===== src/rtl/core/ohlc_pkg.sv =====
`default_nettype none

package ohlc_pkg;

	// field widths
	localparam int PRICE_BITS  = 40;
	localparam int TIME_BITS   = 40;
	localparam int VOL_IN_BITS = 48;
	localparam int VOL_BITS    = 64;
	localparam int SECS_BITS   = 32;

	// bar length after reset
	localparam logic [SECS_BITS-1:0] SECONDS_RESET = SECS_BITS'(600);

	// remainder unit step counter
	localparam int CNT_BITS = $clog2(TIME_BITS + 1);

	// commands from the controller to the datapath
	typedef struct packed {
		logic capture;
		logic check;
		logic update;
		logic smooth;
		logic emit;
		logic div_start;
		logic open;
		logic clear;
	} ohlc_cmd_t;

	// status from the datapath to the controller
	typedef struct packed {
		logic flush;
		logic in_bar;
		logic active;
		logic div_done;
		logic out_free;
	} ohlc_sts_t;

endpackage

`default_nettype wire


===== src/rtl/core/ohlc_rem.sv =====
`default_nettype none

module ohlc_rem (
	input  wire logic                          clk,
	input  wire logic                          arst_n,
	input  wire logic                          start,
	input  wire logic [ohlc_pkg::TIME_BITS-1:0] dividend,
	input  wire logic [ohlc_pkg::SECS_BITS-1:0] divisor,
	output logic      [ohlc_pkg::SECS_BITS-1:0] rem,
	output logic                               done
);
	import ohlc_pkg::*;

	logic [TIME_BITS-1:0] dvd_q;
	logic [SECS_BITS-1:0] rem_q;
	logic [CNT_BITS-1:0]  cnt_q;
	logic [SECS_BITS:0]   rem_sh;
	logic [SECS_BITS:0]   rem_sub;

	// one dividend bit per cycle, restoring
	assign rem_sh  = {rem_q, dvd_q[TIME_BITS-1]};
	assign rem_sub = rem_sh - {1'b0, divisor};

	always_ff @(posedge clk or negedge arst_n) begin
		if (!arst_n) begin
			cnt_q <= '0;
		end else if (start) begin
			cnt_q <= CNT_BITS'(TIME_BITS);
		end else if (cnt_q != '0) begin
			cnt_q <= cnt_q - CNT_BITS'(1);
		end
	end

	always_ff @(posedge clk) begin
		if (start) begin
			dvd_q <= dividend;
			rem_q <= '0;
		end else if (cnt_q != '0) begin
			dvd_q <= {dvd_q[TIME_BITS-2:0], 1'b0};
			if (rem_sh >= {1'b0, divisor}) begin
				rem_q <= rem_sub[SECS_BITS-1:0];
			end else begin
				rem_q <= rem_sh[SECS_BITS-1:0];
			end
		end
	end

	assign rem  = rem_q;
	assign done = (cnt_q == '0);

endmodule

`default_nettype wire


===== src/rtl/core/ohlc_dpath.sv =====
`default_nettype none

module ohlc_dpath (
	input  wire logic                            clk,
	input  wire logic                            arst_n,
	input  wire ohlc_pkg::ohlc_cmd_t             cmd,
	output ohlc_pkg::ohlc_sts_t                  sts,
	input  wire logic                            cfg_we,
	input  wire logic [ohlc_pkg::SECS_BITS-1:0]  cfg_wdata,
	input  wire logic                            action,
	input  wire logic [ohlc_pkg::TIME_BITS-1:0]  trade_time,
	input  wire logic [ohlc_pkg::PRICE_BITS-1:0] trade_price,
	input  wire logic [ohlc_pkg::VOL_IN_BITS-1:0] trade_volume,
	output logic                                 out_valid,
	input  wire logic                            out_ready,
	output logic      [ohlc_pkg::TIME_BITS-1:0]  bar_time,
	output logic      [ohlc_pkg::PRICE_BITS-1:0] raw_open,
	output logic      [ohlc_pkg::PRICE_BITS-1:0] raw_high,
	output logic      [ohlc_pkg::PRICE_BITS-1:0] raw_low,
	output logic      [ohlc_pkg::PRICE_BITS-1:0] raw_close,
	output logic      [ohlc_pkg::VOL_BITS-1:0]   bar_volume_sum,
	output logic      [ohlc_pkg::PRICE_BITS-1:0] smooth_open,
	output logic      [ohlc_pkg::PRICE_BITS-1:0] smooth_high,
	output logic      [ohlc_pkg::PRICE_BITS-1:0] smooth_low,
	output logic      [ohlc_pkg::PRICE_BITS-1:0] smooth_close
);
	import ohlc_pkg::*;

	// config and control state
	logic [SECS_BITS-1:0] bar_seconds_q;
	logic                 active_q;
	logic                 have_prior_q;
	logic                 out_valid_q;
	logic                 in_bar_q;

	// captured word
	logic                   flush_q;
	logic [TIME_BITS-1:0]   t_q;
	logic [PRICE_BITS-1:0]  p_q;
	logic [VOL_IN_BITS-1:0] v_q;

	// open bar
	logic [TIME_BITS-1:0]  start_q;
	logic [PRICE_BITS-1:0] open_q, high_q, low_q, close_q;
	logic [VOL_BITS-1:0]   vol_q;

	// smoothing
	logic [PRICE_BITS-1:0] prior_so_q, prior_sc_q;
	logic [PRICE_BITS-1:0] so_q, sc_q;

	logic [SECS_BITS-1:0]  len;
	logic [TIME_BITS-1:0]  diff;
	logic                  in_bar;
	logic [VOL_BITS:0]     vol_sum;
	logic [PRICE_BITS+1:0] sum4;
	logic [PRICE_BITS:0]   sum2;
	logic [PRICE_BITS-1:0] sh, sl;
	logic [SECS_BITS-1:0]  rem;
	logic                  div_done;

	// zero length counts as one second
	assign len = (bar_seconds_q == '0) ? SECS_BITS'(1) : bar_seconds_q;

	// bar membership, early trades stay in the open bar
	assign diff   = t_q - start_q;
	assign in_bar = active_q &&
		((t_q < start_q) || (diff < {{(TIME_BITS-SECS_BITS){1'b0}}, len}));

	// saturating volume sum
	assign vol_sum = {1'b0, vol_q} + {{(VOL_BITS-VOL_IN_BITS+1){1'b0}}, v_q};

	// heikin-ashi open and close
	assign sum4 = {2'b00, open_q} + {2'b00, high_q} + {2'b00, low_q} + {2'b00, close_q};
	assign sum2 = have_prior_q ? ({1'b0, prior_so_q} + {1'b0, prior_sc_q})
	                           : ({1'b0, open_q} + {1'b0, close_q});

	// heikin-ashi high and low
	always_comb begin
		sh = high_q;
		if (so_q > sh) sh = so_q;
		if (sc_q > sh) sh = sc_q;
		sl = low_q;
		if (so_q < sl) sl = so_q;
		if (sc_q < sl) sl = sc_q;
	end

	ohlc_rem u_rem (
		.clk      (clk),
		.arst_n   (arst_n),
		.start    (cmd.div_start),
		.dividend (t_q),
		.divisor  (len),
		.rem      (rem),
		.done     (div_done)
	);

	// control registers
	always_ff @(posedge clk or negedge arst_n) begin
		if (!arst_n) begin
			bar_seconds_q <= SECONDS_RESET;
			active_q      <= 1'b0;
			have_prior_q  <= 1'b0;
			out_valid_q   <= 1'b0;
			in_bar_q      <= 1'b0;
		end else begin
			if (cfg_we) bar_seconds_q <= cfg_wdata;
			if (cmd.check) in_bar_q <= in_bar;
			if (cmd.emit) begin
				out_valid_q  <= 1'b1;
				have_prior_q <= 1'b1;
			end else if (out_ready) begin
				out_valid_q <= 1'b0;
			end
			if (cmd.open) active_q <= 1'b1;
			if (cmd.clear) begin
				active_q     <= 1'b0;
				have_prior_q <= 1'b0;
			end
		end
	end

	// payload registers
	always_ff @(posedge clk) begin
		if (cmd.capture) begin
			flush_q <= action;
			t_q     <= trade_time;
			p_q     <= trade_price;
			v_q     <= trade_volume;
		end
		if (cmd.update) begin
			if (p_q > high_q) high_q <= p_q;
			if (p_q < low_q) low_q <= p_q;
			close_q <= p_q;
			vol_q   <= vol_sum[VOL_BITS] ? '1 : vol_sum[VOL_BITS-1:0];
		end
		if (cmd.smooth) begin
			sc_q <= sum4[PRICE_BITS+1:2];
			so_q <= sum2[PRICE_BITS:1];
		end
		if (cmd.emit) begin
			prior_so_q     <= so_q;
			prior_sc_q     <= sc_q;
			bar_time       <= start_q;
			raw_open       <= open_q;
			raw_high       <= high_q;
			raw_low        <= low_q;
			raw_close      <= close_q;
			bar_volume_sum <= vol_q;
			smooth_open    <= so_q;
			smooth_high    <= sh;
			smooth_low     <= sl;
			smooth_close   <= sc_q;
		end
		if (cmd.open) begin
			start_q <= t_q - {{(TIME_BITS-SECS_BITS){1'b0}}, rem};
			open_q  <= p_q;
			high_q  <= p_q;
			low_q   <= p_q;
			close_q <= p_q;
			vol_q   <= {{(VOL_BITS-VOL_IN_BITS){1'b0}}, v_q};
		end
	end

	// status to the controller
	always_comb begin
		sts.flush    = flush_q;
		sts.in_bar   = in_bar_q;
		sts.active   = active_q;
		sts.div_done = div_done;
		sts.out_free = !out_valid_q || out_ready;
	end

	assign out_valid = out_valid_q;

endmodule

`default_nettype wire


===== src/rtl/core/ohlc_ctrl.sv =====
`default_nettype none

module ohlc_ctrl (
	input  wire logic                clk,
	input  wire logic                arst_n,
	input  wire logic                in_valid,
	output logic                     in_ready,
	input  wire ohlc_pkg::ohlc_sts_t sts,
	output ohlc_pkg::ohlc_cmd_t      cmd
);
	import ohlc_pkg::*;

	typedef enum logic [7:0] {
		ST_IDLE   = 8'b0000_0001,
		ST_CHECK  = 8'b0000_0010,
		ST_DECIDE = 8'b0000_0100,
		ST_SMOOTH = 8'b0000_1000,
		ST_EMIT   = 8'b0001_0000,
		ST_DIV    = 8'b0010_0000,
		ST_OPEN   = 8'b0100_0000,
		ST_CLEAR  = 8'b1000_0000
	} state_t;

	state_t state_q, state_d;

	always_ff @(posedge clk or negedge arst_n) begin
		if (!arst_n) begin
			state_q <= ST_IDLE;
		end else begin
			state_q <= state_d;
		end
	end

	// next state and commands
	always_comb begin
		state_d = state_q;
		cmd     = '0;
		case (state_q)
			ST_IDLE: begin
				if (in_valid) begin
					cmd.capture = 1'b1;
					state_d     = ST_CHECK;
				end
			end
			ST_CHECK: begin
				cmd.check = 1'b1;
				state_d   = ST_DECIDE;
			end
			ST_DECIDE: begin
				if (sts.flush) begin
					state_d = sts.active ? ST_SMOOTH : ST_CLEAR;
				end else if (sts.in_bar) begin
					cmd.update = 1'b1;
					state_d    = ST_IDLE;
				end else if (sts.active) begin
					state_d = ST_SMOOTH;
				end else begin
					cmd.div_start = 1'b1;
					state_d       = ST_DIV;
				end
			end
			ST_SMOOTH: begin
				cmd.smooth = 1'b1;
				state_d    = ST_EMIT;
			end
			ST_EMIT: begin
				// hold until the output register is free
				if (sts.out_free) begin
					cmd.emit = 1'b1;
					if (sts.flush) begin
						state_d = ST_CLEAR;
					end else begin
						cmd.div_start = 1'b1;
						state_d       = ST_DIV;
					end
				end
			end
			ST_DIV: begin
				if (sts.div_done) state_d = ST_OPEN;
			end
			ST_OPEN: begin
				cmd.open = 1'b1;
				state_d  = ST_IDLE;
			end
			ST_CLEAR: begin
				cmd.clear = 1'b1;
				state_d   = ST_IDLE;
			end
			default: begin
				state_d = ST_IDLE;
			end
		endcase
	end

	assign in_ready = (state_q == ST_IDLE);

endmodule

`default_nettype wire


===== src/rtl/core/ohlc_bar_heikin_ashi.sv =====
`default_nettype none

// channel   handshake              contents
// config    cfg_we                 cfg_wdata: bar length in seconds
// trades    in_valid / in_ready    action, trade_time, trade_price, trade_volume
// bars      out_valid / out_ready  bar_time, raw ohlc, bar_volume_sum, smooth ohlc
//
// one word at a time; a trade inside the open bar passes the capture, check and
// decide states; a trade opening a new bar waits on the bit-serial remainder
// unit (one time bit per cycle, 40 steps), after smooth and emit if it closes a bar
// a flush emits any open bar, then clears; a finished bar waits in the output
// register and only the next bar emission stalls on out_ready
// reset leaves no bar open, no smoothing history and a 600 second bar length
module ohlc_bar_heikin_ashi (
	input  wire logic                             clk,
	input  wire logic                             arst_n,
	input  wire logic                             cfg_we,
	input  wire logic [ohlc_pkg::SECS_BITS-1:0]   cfg_wdata,
	input  wire logic                             in_valid,
	output logic                                  in_ready,
	input  wire logic                             action,
	input  wire logic [ohlc_pkg::TIME_BITS-1:0]   trade_time,
	input  wire logic [ohlc_pkg::PRICE_BITS-1:0]  trade_price,
	input  wire logic [ohlc_pkg::VOL_IN_BITS-1:0] trade_volume,
	output logic                                  out_valid,
	input  wire logic                             out_ready,
	output logic      [ohlc_pkg::TIME_BITS-1:0]   bar_time,
	output logic      [ohlc_pkg::PRICE_BITS-1:0]  raw_open,
	output logic      [ohlc_pkg::PRICE_BITS-1:0]  raw_high,
	output logic      [ohlc_pkg::PRICE_BITS-1:0]  raw_low,
	output logic      [ohlc_pkg::PRICE_BITS-1:0]  raw_close,
	output logic      [ohlc_pkg::VOL_BITS-1:0]    bar_volume_sum,
	output logic      [ohlc_pkg::PRICE_BITS-1:0]  smooth_open,
	output logic      [ohlc_pkg::PRICE_BITS-1:0]  smooth_high,
	output logic      [ohlc_pkg::PRICE_BITS-1:0]  smooth_low,
	output logic      [ohlc_pkg::PRICE_BITS-1:0]  smooth_close
);
	import ohlc_pkg::*;

	ohlc_cmd_t cmd;
	ohlc_sts_t sts;

	// sequencer
	ohlc_ctrl u_ctrl (
		.clk      (clk),
		.arst_n   (arst_n),
		.in_valid (in_valid),
		.in_ready (in_ready),
		.sts      (sts),
		.cmd      (cmd)
	);

	// bar state, smoothing and output register
	ohlc_dpath u_dpath (
		.clk            (clk),
		.arst_n         (arst_n),
		.cmd            (cmd),
		.sts            (sts),
		.cfg_we         (cfg_we),
		.cfg_wdata      (cfg_wdata),
		.action         (action),
		.trade_time     (trade_time),
		.trade_price    (trade_price),
		.trade_volume   (trade_volume),
		.out_valid      (out_valid),
		.out_ready      (out_ready),
		.bar_time       (bar_time),
		.raw_open       (raw_open),
		.raw_high       (raw_high),
		.raw_low        (raw_low),
		.raw_close      (raw_close),
		.bar_volume_sum (bar_volume_sum),
		.smooth_open    (smooth_open),
		.smooth_high    (smooth_high),
		.smooth_low     (smooth_low),
		.smooth_close   (smooth_close)
	);

endmodule

`default_nettype wire

===== config.mk =====
export PLATFORM = sky130hd
export DESIGN_NAME = ohlc_bar_heikin_ashi
export DESIGN_NICKNAME = d
export VERILOG_FILES = /design/src/rtl/core/ohlc_pkg.sv /design/src/rtl/core/ohlc_rem.sv /design/src/rtl/core/ohlc_dpath.sv /design/src/rtl/core/ohlc_ctrl.sv /design/src/rtl/core/ohlc_bar_heikin_ashi.sv
export SDC_FILE = /design/constraint.sdc
export NUM_CORES = 2
export LEC_CHECK = 0
export BUFFER_PORTS_ARGS = -buffer_cell sky130_fd_sc_hd__buf_4
export CAP_MARGIN = 15
export CORE_MARGIN = 2
export CORE_UTILIZATION = 40
export CTS_BUF_LIST = sky130_fd_sc_hd__clkbuf_8
export DETAILED_ROUTE_END_ITERATION = 7
export GPL_TIMING_DRIVEN = 1
export PLACE_DENSITY_LB_ADDON = 0.3
export SYNTH_ARGS = -nofsm -noshare
export SYNTH_HDL_FRONTEND = slang
export SYNTH_HIERARCHICAL = 1
export SYNTH_SLANG_ARGS = --single-unit

===== constraint.sdc =====
create_clock -name clk -period 26.5 [get_ports clk]
set_clock_uncertainty 0.2 [all_clocks]
set_input_delay 1.325 -clock clk [delete_from_list [all_inputs] [get_ports clk]]
set_output_delay 1.325 -clock clk [all_outputs]
set_load 0.1 [all_outputs]

# Word level (Yosys, flattened, before mapping)
# Cells that the tools add are included.
[classes]
addsub = 10
muxes = 53
eq_ne = 11
order_cmp = 9
n_reduce_logical = 17
[ops]
columns = ["operator", "n"]
rows = [
  ["2-to-1 mux 40 bit", 14],
  ["< comparator 40 bit", 4],
  ["adder 40 x 40 -> 41 bit", 3],
  ["greater-than comparator 40 bit", 3],
  ["2-to-1 mux 48 bit", 2],
  ["adder 42 x 40 -> 42 bit", 2],
  ["adder 64 x 48 -> 65 bit", 1],
  ["2-to-1 mux 32 bit", 2],
  ["2-to-1 mux 64 bit", 1],
  ["2-to-1 mux 8 bit", 6],
  ["case mux 8 bit (6 select lines)", 1],
  ["2-to-1 mux 41 bit", 1],
  ["< comparator 40 x 32 -> 1 bit", 1],
  ["subtractor 40 x 32 -> 40 bit", 1],
  ["subtractor 40 bit", 1],
  [">= comparator 33 x 32 -> 1 bit", 1],
  ["zero test 32 bit", 1],
  ["subtractor 32 bit", 1],
  ["2-to-1 mux 6 bit", 4],
  ["2-to-1 mux 1 bit", 20],
  ["nonzero test 2 bit", 7],
  ["equality test 8 x 1 -> 1 bit (second input constant)", 1],
  ["equality test 8 x 2 -> 1 bit (second input constant)", 1],
  ["equality test 8 x 3 -> 1 bit (second input constant)", 1],
  ["17 further kinds", 20],
]
[word_totals]
out_inout_bits = 426
inputBits = 166
register_bits = 1019
word_cells = 132

# Logic depth before layout (Yosys ltp)
[logic_depth]
ltp_word = 6
ltp_mapped = 28
mapped_depth_nobuf = 26

# Cells and area by module
# Netlist, hierarchy kept.
[by_module_without_submodules]
columns = ["module", "seq_area_each_um2", "area_each_um2", "instances", "cells_each"]
rows = [
  ["ohlc_dpath", 27681.5, 51583.2, 1, 4159],
  ["ohlc_rem", 1991.9, 5566.6, 1, 607],
  ["ohlc_ctrl", 201.4, 511.7, 1, 56],
]

# Worst setup path before layout
# No wires, ideal clock.
[synth_path]
kind = "input -> register"
start = "input out_ready"
end = "register u_ctrl.state_q[7]"
required_ns = 26.152
arrival_time_ns = 20.418
cell_stages = 4
setup_slack_ns = 5.734
setup_ns = 0.148
cell_sequence = "nand2b_1 -> nand2_1 -> nor2_1 -> o21a_1"
[synth_via]
elab_chain_len = 3
[synth_rtl]
columns = ["element", "line", "source"]
rows = [
  ["from (decl)", "ohlc_bar_heikin_ashi.sv:26", "input wire logic out_ready,"],
  ["logical OR 1 bit", "ohlc_dpath.sv:170", "sts.out_free = !out_valid_q || out_ready;"],
  ["inequality test 2 bit (no source line)", "-", ""],
  ["AND reduction 3 bit (no source line)", "-", ""],
  ["to (signal assigned)", "ohlc_ctrl.sv:30", "state_q <= state_d;"],
  ["to (decl)", "ohlc_ctrl.sv:24", "state_t state_q, state_d;"],
]
# Every way passes these cells.
# A chain may end at the register's enable or synchronous reset.

# Worst setup path after layout
[layout_path]
start = "register u_dpath.low_q[13]"
end = "register u_dpath/smooth_low[0] (netlist bit) (data pin)"
[layout_via]
elab_chain_len = 4
[layout_rtl]
columns = ["element", "line", "source"]
rows = [
  ["from (decl)", "ohlc_dpath.sv:44", "logic [PRICE_BITS-1:0] open_q, high_q, low_q, close_q;"],
  ["from (signal assigned)", "ohlc_dpath.sv:132", "if (p_q < low_q) low_q <= p_q;"],
  ["from (signal assigned)", "ohlc_dpath.sv:158", "low_q <= p_q;"],
  ["< comparator 40 bit", "ohlc_dpath.sv:83", "if (so_q < sl) sl = so_q;"],
  ["2-to-1 mux 40 bit *", "ohlc_dpath.sv:83", ""],
  ["< comparator 40 bit", "ohlc_dpath.sv:84", "if (sc_q < sl) sl = sc_q;"],
  ["2-to-1 mux 40 bit *", "ohlc_dpath.sv:84", ""],
  ["via u_dpath.sl[0]", "ohlc_dpath.sv:57", "logic [PRICE_BITS-1:0] sh, sl;"],
  ["to (signal assigned)", "ohlc_dpath.sv:151", "smooth_low <= sl;"],
  ["to (decl)", "ohlc_dpath.sv:24", "output logic [ohlc_pkg::PRICE_BITS-1:0] smooth_low,"],
]
# Mark *: on every way through the listed nets, which the timed path passes. The rest lies on a longest branch.

==> results.md <==
* Status: finished, final reports clean
* WL final at 191000 µm
* GRT Util Overall at 0.254
* DR vias at 42000
* Total core area at 143000 µm²
* Hpwl dp at 147000 µm
* RR Startpoint: u_dpath/low_q[13]
* Crit start category: flop
* Slew @ Worst Pin at 1.12 ns
* Setup_tns at 0 ns
* CP arrival at 7.86 ns
* Hold Path Class: primary input to async pin
* Maximum clock rate at 135 MHz
* Syn Inst Count at 4822
* Lkg Pwr at 28.3 nW
* Final Critical Period at 7.39 ns
* Synth Cell Area at 57700 µm²
* Num CTS Buffers at 184
* Die height at 384 µm
* Port bufs at 591
* Clock root buffer: clkbuf_8
* Period utilisation layout at 0.279
* Max Cap Viol at 0
* Share of layout cells above drive strength 1 at 0.178
* DRC Markers at 0
* Rows at 139
* Final core utilization at 0.474
* Die area at 147000 µm²
* Crit path required time at 26.97 ns
* Worst VDD drop at 0.0000463 V
* Total chip power at 0.00491 W
* Initial antenna violation count at 6
* Reg2reg path depth at 23
* Crit path from: u_dpath/low_q[13]
* GP Congestion at 0.936
* Synth Warn # at 6
* Distinct cells, synth at 105
* Post-CTS Resized at 0
* Worst-Skew Late Latency at 0.94 ns
* EDFF count, synth at 921
* CP Class: flop to flop
* Post-cts hold buffer count at 0
* Synth Area per Inst at 12.0 µm²
* CTS clk-pin slew, worst paths at 0.06 ns
* Final setup fails at 0
* R2R Setup Slk at 19.11 ns
* Vias in the first global route at 41500
* Inst Count DP at 7205
* Top_reg_cell synth: edfxtp_1
* NumNets Final at 6278
* Initial core utilization at 0.402
* H-tree levels at 4
* Met2 WL at 87100 µm
* Wire per inst at 25.3 µm
* RSZ-0062 raised after global routing: no
* DRT iter0 DRCs at 3492
* Drt pass-1 iters at 5
* Grt total ovfl at 0
* Post-synth ARST share at 0.0491
* Highest Signal Layer: met5
* Synthesized Nets at 5612
* Clock sink total at 1019
* Relative slew slack at 0.252
* Power density of the placed cells at 72.3 nW/µm²
* Clock tree buffer depth at 3
* TritonCTS clock tree: yes
* Register area share after synthesis at 0.518
* Post-CTS Setup Inserts at 0
* Via density at 5.57
* Maximum fanout along the worst path at 16
* Die Span X at 384 µm
* Met3 WL post-DR at 13600 µm
* Seq cells post-synth at 1019
* WL met1 at 83400 µm
* Pins Over Slew Limit at 0
* P&R area growth vs syn at 17.7%
* IO Pins at 592
* Post-route ant nets at 0
* First-pass GRT wire length at 275000 µm
* Largest net degree at the start of global routing at 176
* Worst reg2reg path endpoint: u_dpath/smooth_low[0]
* Crit path capture type: flop
* Final hold violation count at 0
* Final Non-Filler Cells at 7543
==> cell usage after synthesis, types with 60 or more instances <==
cell type	n	share of area
mux2i_1	172	0.030
a21o_1	211	0.027
nand3_1	65	0.0056
o21ai_0	218	0.019
nand4_1	97	0.011
nor3_1	60	0.0052
nand2b_1	65	0.0071
nand2_1	242	0.016
a31oi_1	68	0.0074
nor2b_1	66	0.0072
clkbuf_1	111	0.0072
a21oi_1	322	0.028
nor2_1	275	0.018
xnor2_1	134	0.020
edfxtp_1	921	0.48
inv_1	359	0.023
xor2_1	100	0.015
ha_1	538	0.12
fa_1	86	0.030
==> worst max-delay path: stages (launching register included) <==
cell,delay (ns)
edfxtp_1,0.40
inv_1,0.09
ha_1,0.32
a21o_1,0.19
a21o_1,0.18
a21oi_1,0.51
o22ai_1,0.17
a2111oi_0,0.40
o21ai_1,0.23
a211oi_4,0.21
buf_4,0.38
mux2i_1,0.17
ha_1,0.32
nand4_1,0.18
nor4_1,0.52
nand3_1,0.25
or3_1,0.45
a2111oi_0,0.62
a21oi_1,0.15
o211ai_1,0.14
nor2_1,0.09
a22oi_2,0.19
buf_4,0.38
mux2_1,0.36
==> power by group <==
| part | switching [W] | leakage (nW) | internal (W) |
|---|---|---|---|
| Sequential | 0.000125 | 9.39 | 0.00194 |
| Clock | 0.000717 | 2.06 | 0.000774 |
| Combinational | 0.000784 | 16.9 | 0.000569 |
==> registers in the layout, summed over array words and instances, names as in the netlist, 40 cells and up <==
register	flops
u_dpath/raw_low	40
u_dpath/u_rem/dvd_q	40
u_dpath/low_q	40
u_dpath/smooth_high	40
u_dpath/prior_sc_q	40
u_dpath/so_q	40
u_dpath/raw_close	40
u_dpath/start_q	40
u_dpath/bar_time	40
u_dpath/bar_volume_sum	64
u_dpath/p_q	40
u_dpath/open_q	40
u_dpath/sc_q	40
u_dpath/smooth_low	40
u_dpath/raw_high	40
u_dpath/raw_open	40
u_dpath/high_q	40
u_dpath/t_q	40
u_dpath/prior_so_q	40
u_dpath/vol_q	64
u_dpath/close_q	40
u_dpath/v_q	48
==> metal layers <==
metal  vias to the layer above  GRT usage
li1                      19400          -
met1                     20700      0.344
met2                      1611      0.401
met3                       310     0.0517
met4                         4     0.0983
met5                         -          0
==> cells in the final DEF, fill, tap and decap left out, types with 18 or more instances in the layout <==
| master | Yosys | layout |
|---|---|---|
| and3_1 | 41 | 41 |
| nand2b_1 | 65 | 65 |
| a31o_2 | 18 | 18 |
| buf_4 | 9 | 623 |
| nor2_1 | 275 | 272 |
| nand4_1 | 97 | 97 |
| nand2_1 | 242 | 242 |
| clkinv_2 | 0 | 20 |
| dfxtp_1 | 48 | 48 |
| mux2_2 | 43 | 43 |
| ha_1 | 538 | 538 |
| nor3_1 | 60 | 60 |
| nand3_1 | 65 | 65 |
| fa_1 | 86 | 86 |
| inv_1 | 359 | 417 |
| mux2i_1 | 172 | 172 |
| clkinv_1 | 0 | 35 |
| o21bai_1 | 37 | 37 |
| nor4_1 | 23 | 23 |
| dfrtp_1 | 45 | 44 |
| clkbuf_8 | 0 | 194 |
| a211oi_1 | 30 | 29 |
| xnor2_1 | 134 | 134 |
| a31oi_1 | 68 | 68 |
| a21oi_1 | 322 | 322 |
| o31ai_1 | 22 | 22 |
| a21o_1 | 211 | 211 |
| and2_1 | 20 | 19 |
| o21a_1 | 42 | 42 |
| o21ai_0 | 218 | 217 |
| edfxtp_1 | 921 | 921 |
| xor2_1 | 100 | 100 |
| nor2b_1 | 66 | 66 |
| or3_1 | 18 | 18 |
==> how the worst max path moves through the flow <==
| stage | endpoint | cells past startpoint |
|---|---|---|
| after CTS | u_dpath/smooth_low[0] | 23 |
| after detailed placement | u_dpath/smooth_low[0] | 23 |
| after global routing | u_dpath/smooth_low[0] | 23 |
| final | u_dpath/smooth_low[0] | 23 |
| after global placement | u_dpath/smooth_low[0] | 23 |
| after floorplan | u_ctrl/state_q[7] | 4 |
==> layout make-up <==
cell class	count	area [µm²]
multi-input cells	3300	25900
diodes	3	7.51
clock buffers	194	2670
flip-flops and latches	1019	29900
clock inverters	141	953
repair buffers	624	4700
fillers	13000	75400
inverters	359	1350
well taps	1903	2380
==> stage by stage <==
step	hold WS [ns]	worst slack, ns	instance area [µm²]
floorplan	0.226	5.73	57700
global placement	0.234	19.23	64200
detailed placement	0.236	19.17	64200
CTS	0.188	19.17	67900
global route	0.240	18.87	67900
finish	0.233	19.11	67900
==> logic make-up (layout without fill, tap and decap cells) <==
family / after synthesis / after routing / share of synthesized area
compound gates: 1188 / 1188 / 0.137
simple gates: 1038 / 1038 / 0.0900
flops: 1019 / 1019 / 0.518
fa+ha+maj: 624 / 624 / 0.147
buf+inv: 503 / 1318 / 0.0343
xor+xnor: 234 / 234 / 0.0355
mux: 216 / 216 / 0.0385
other cells: 0 / 3 / 0
(Power assumes the default switching activity.)
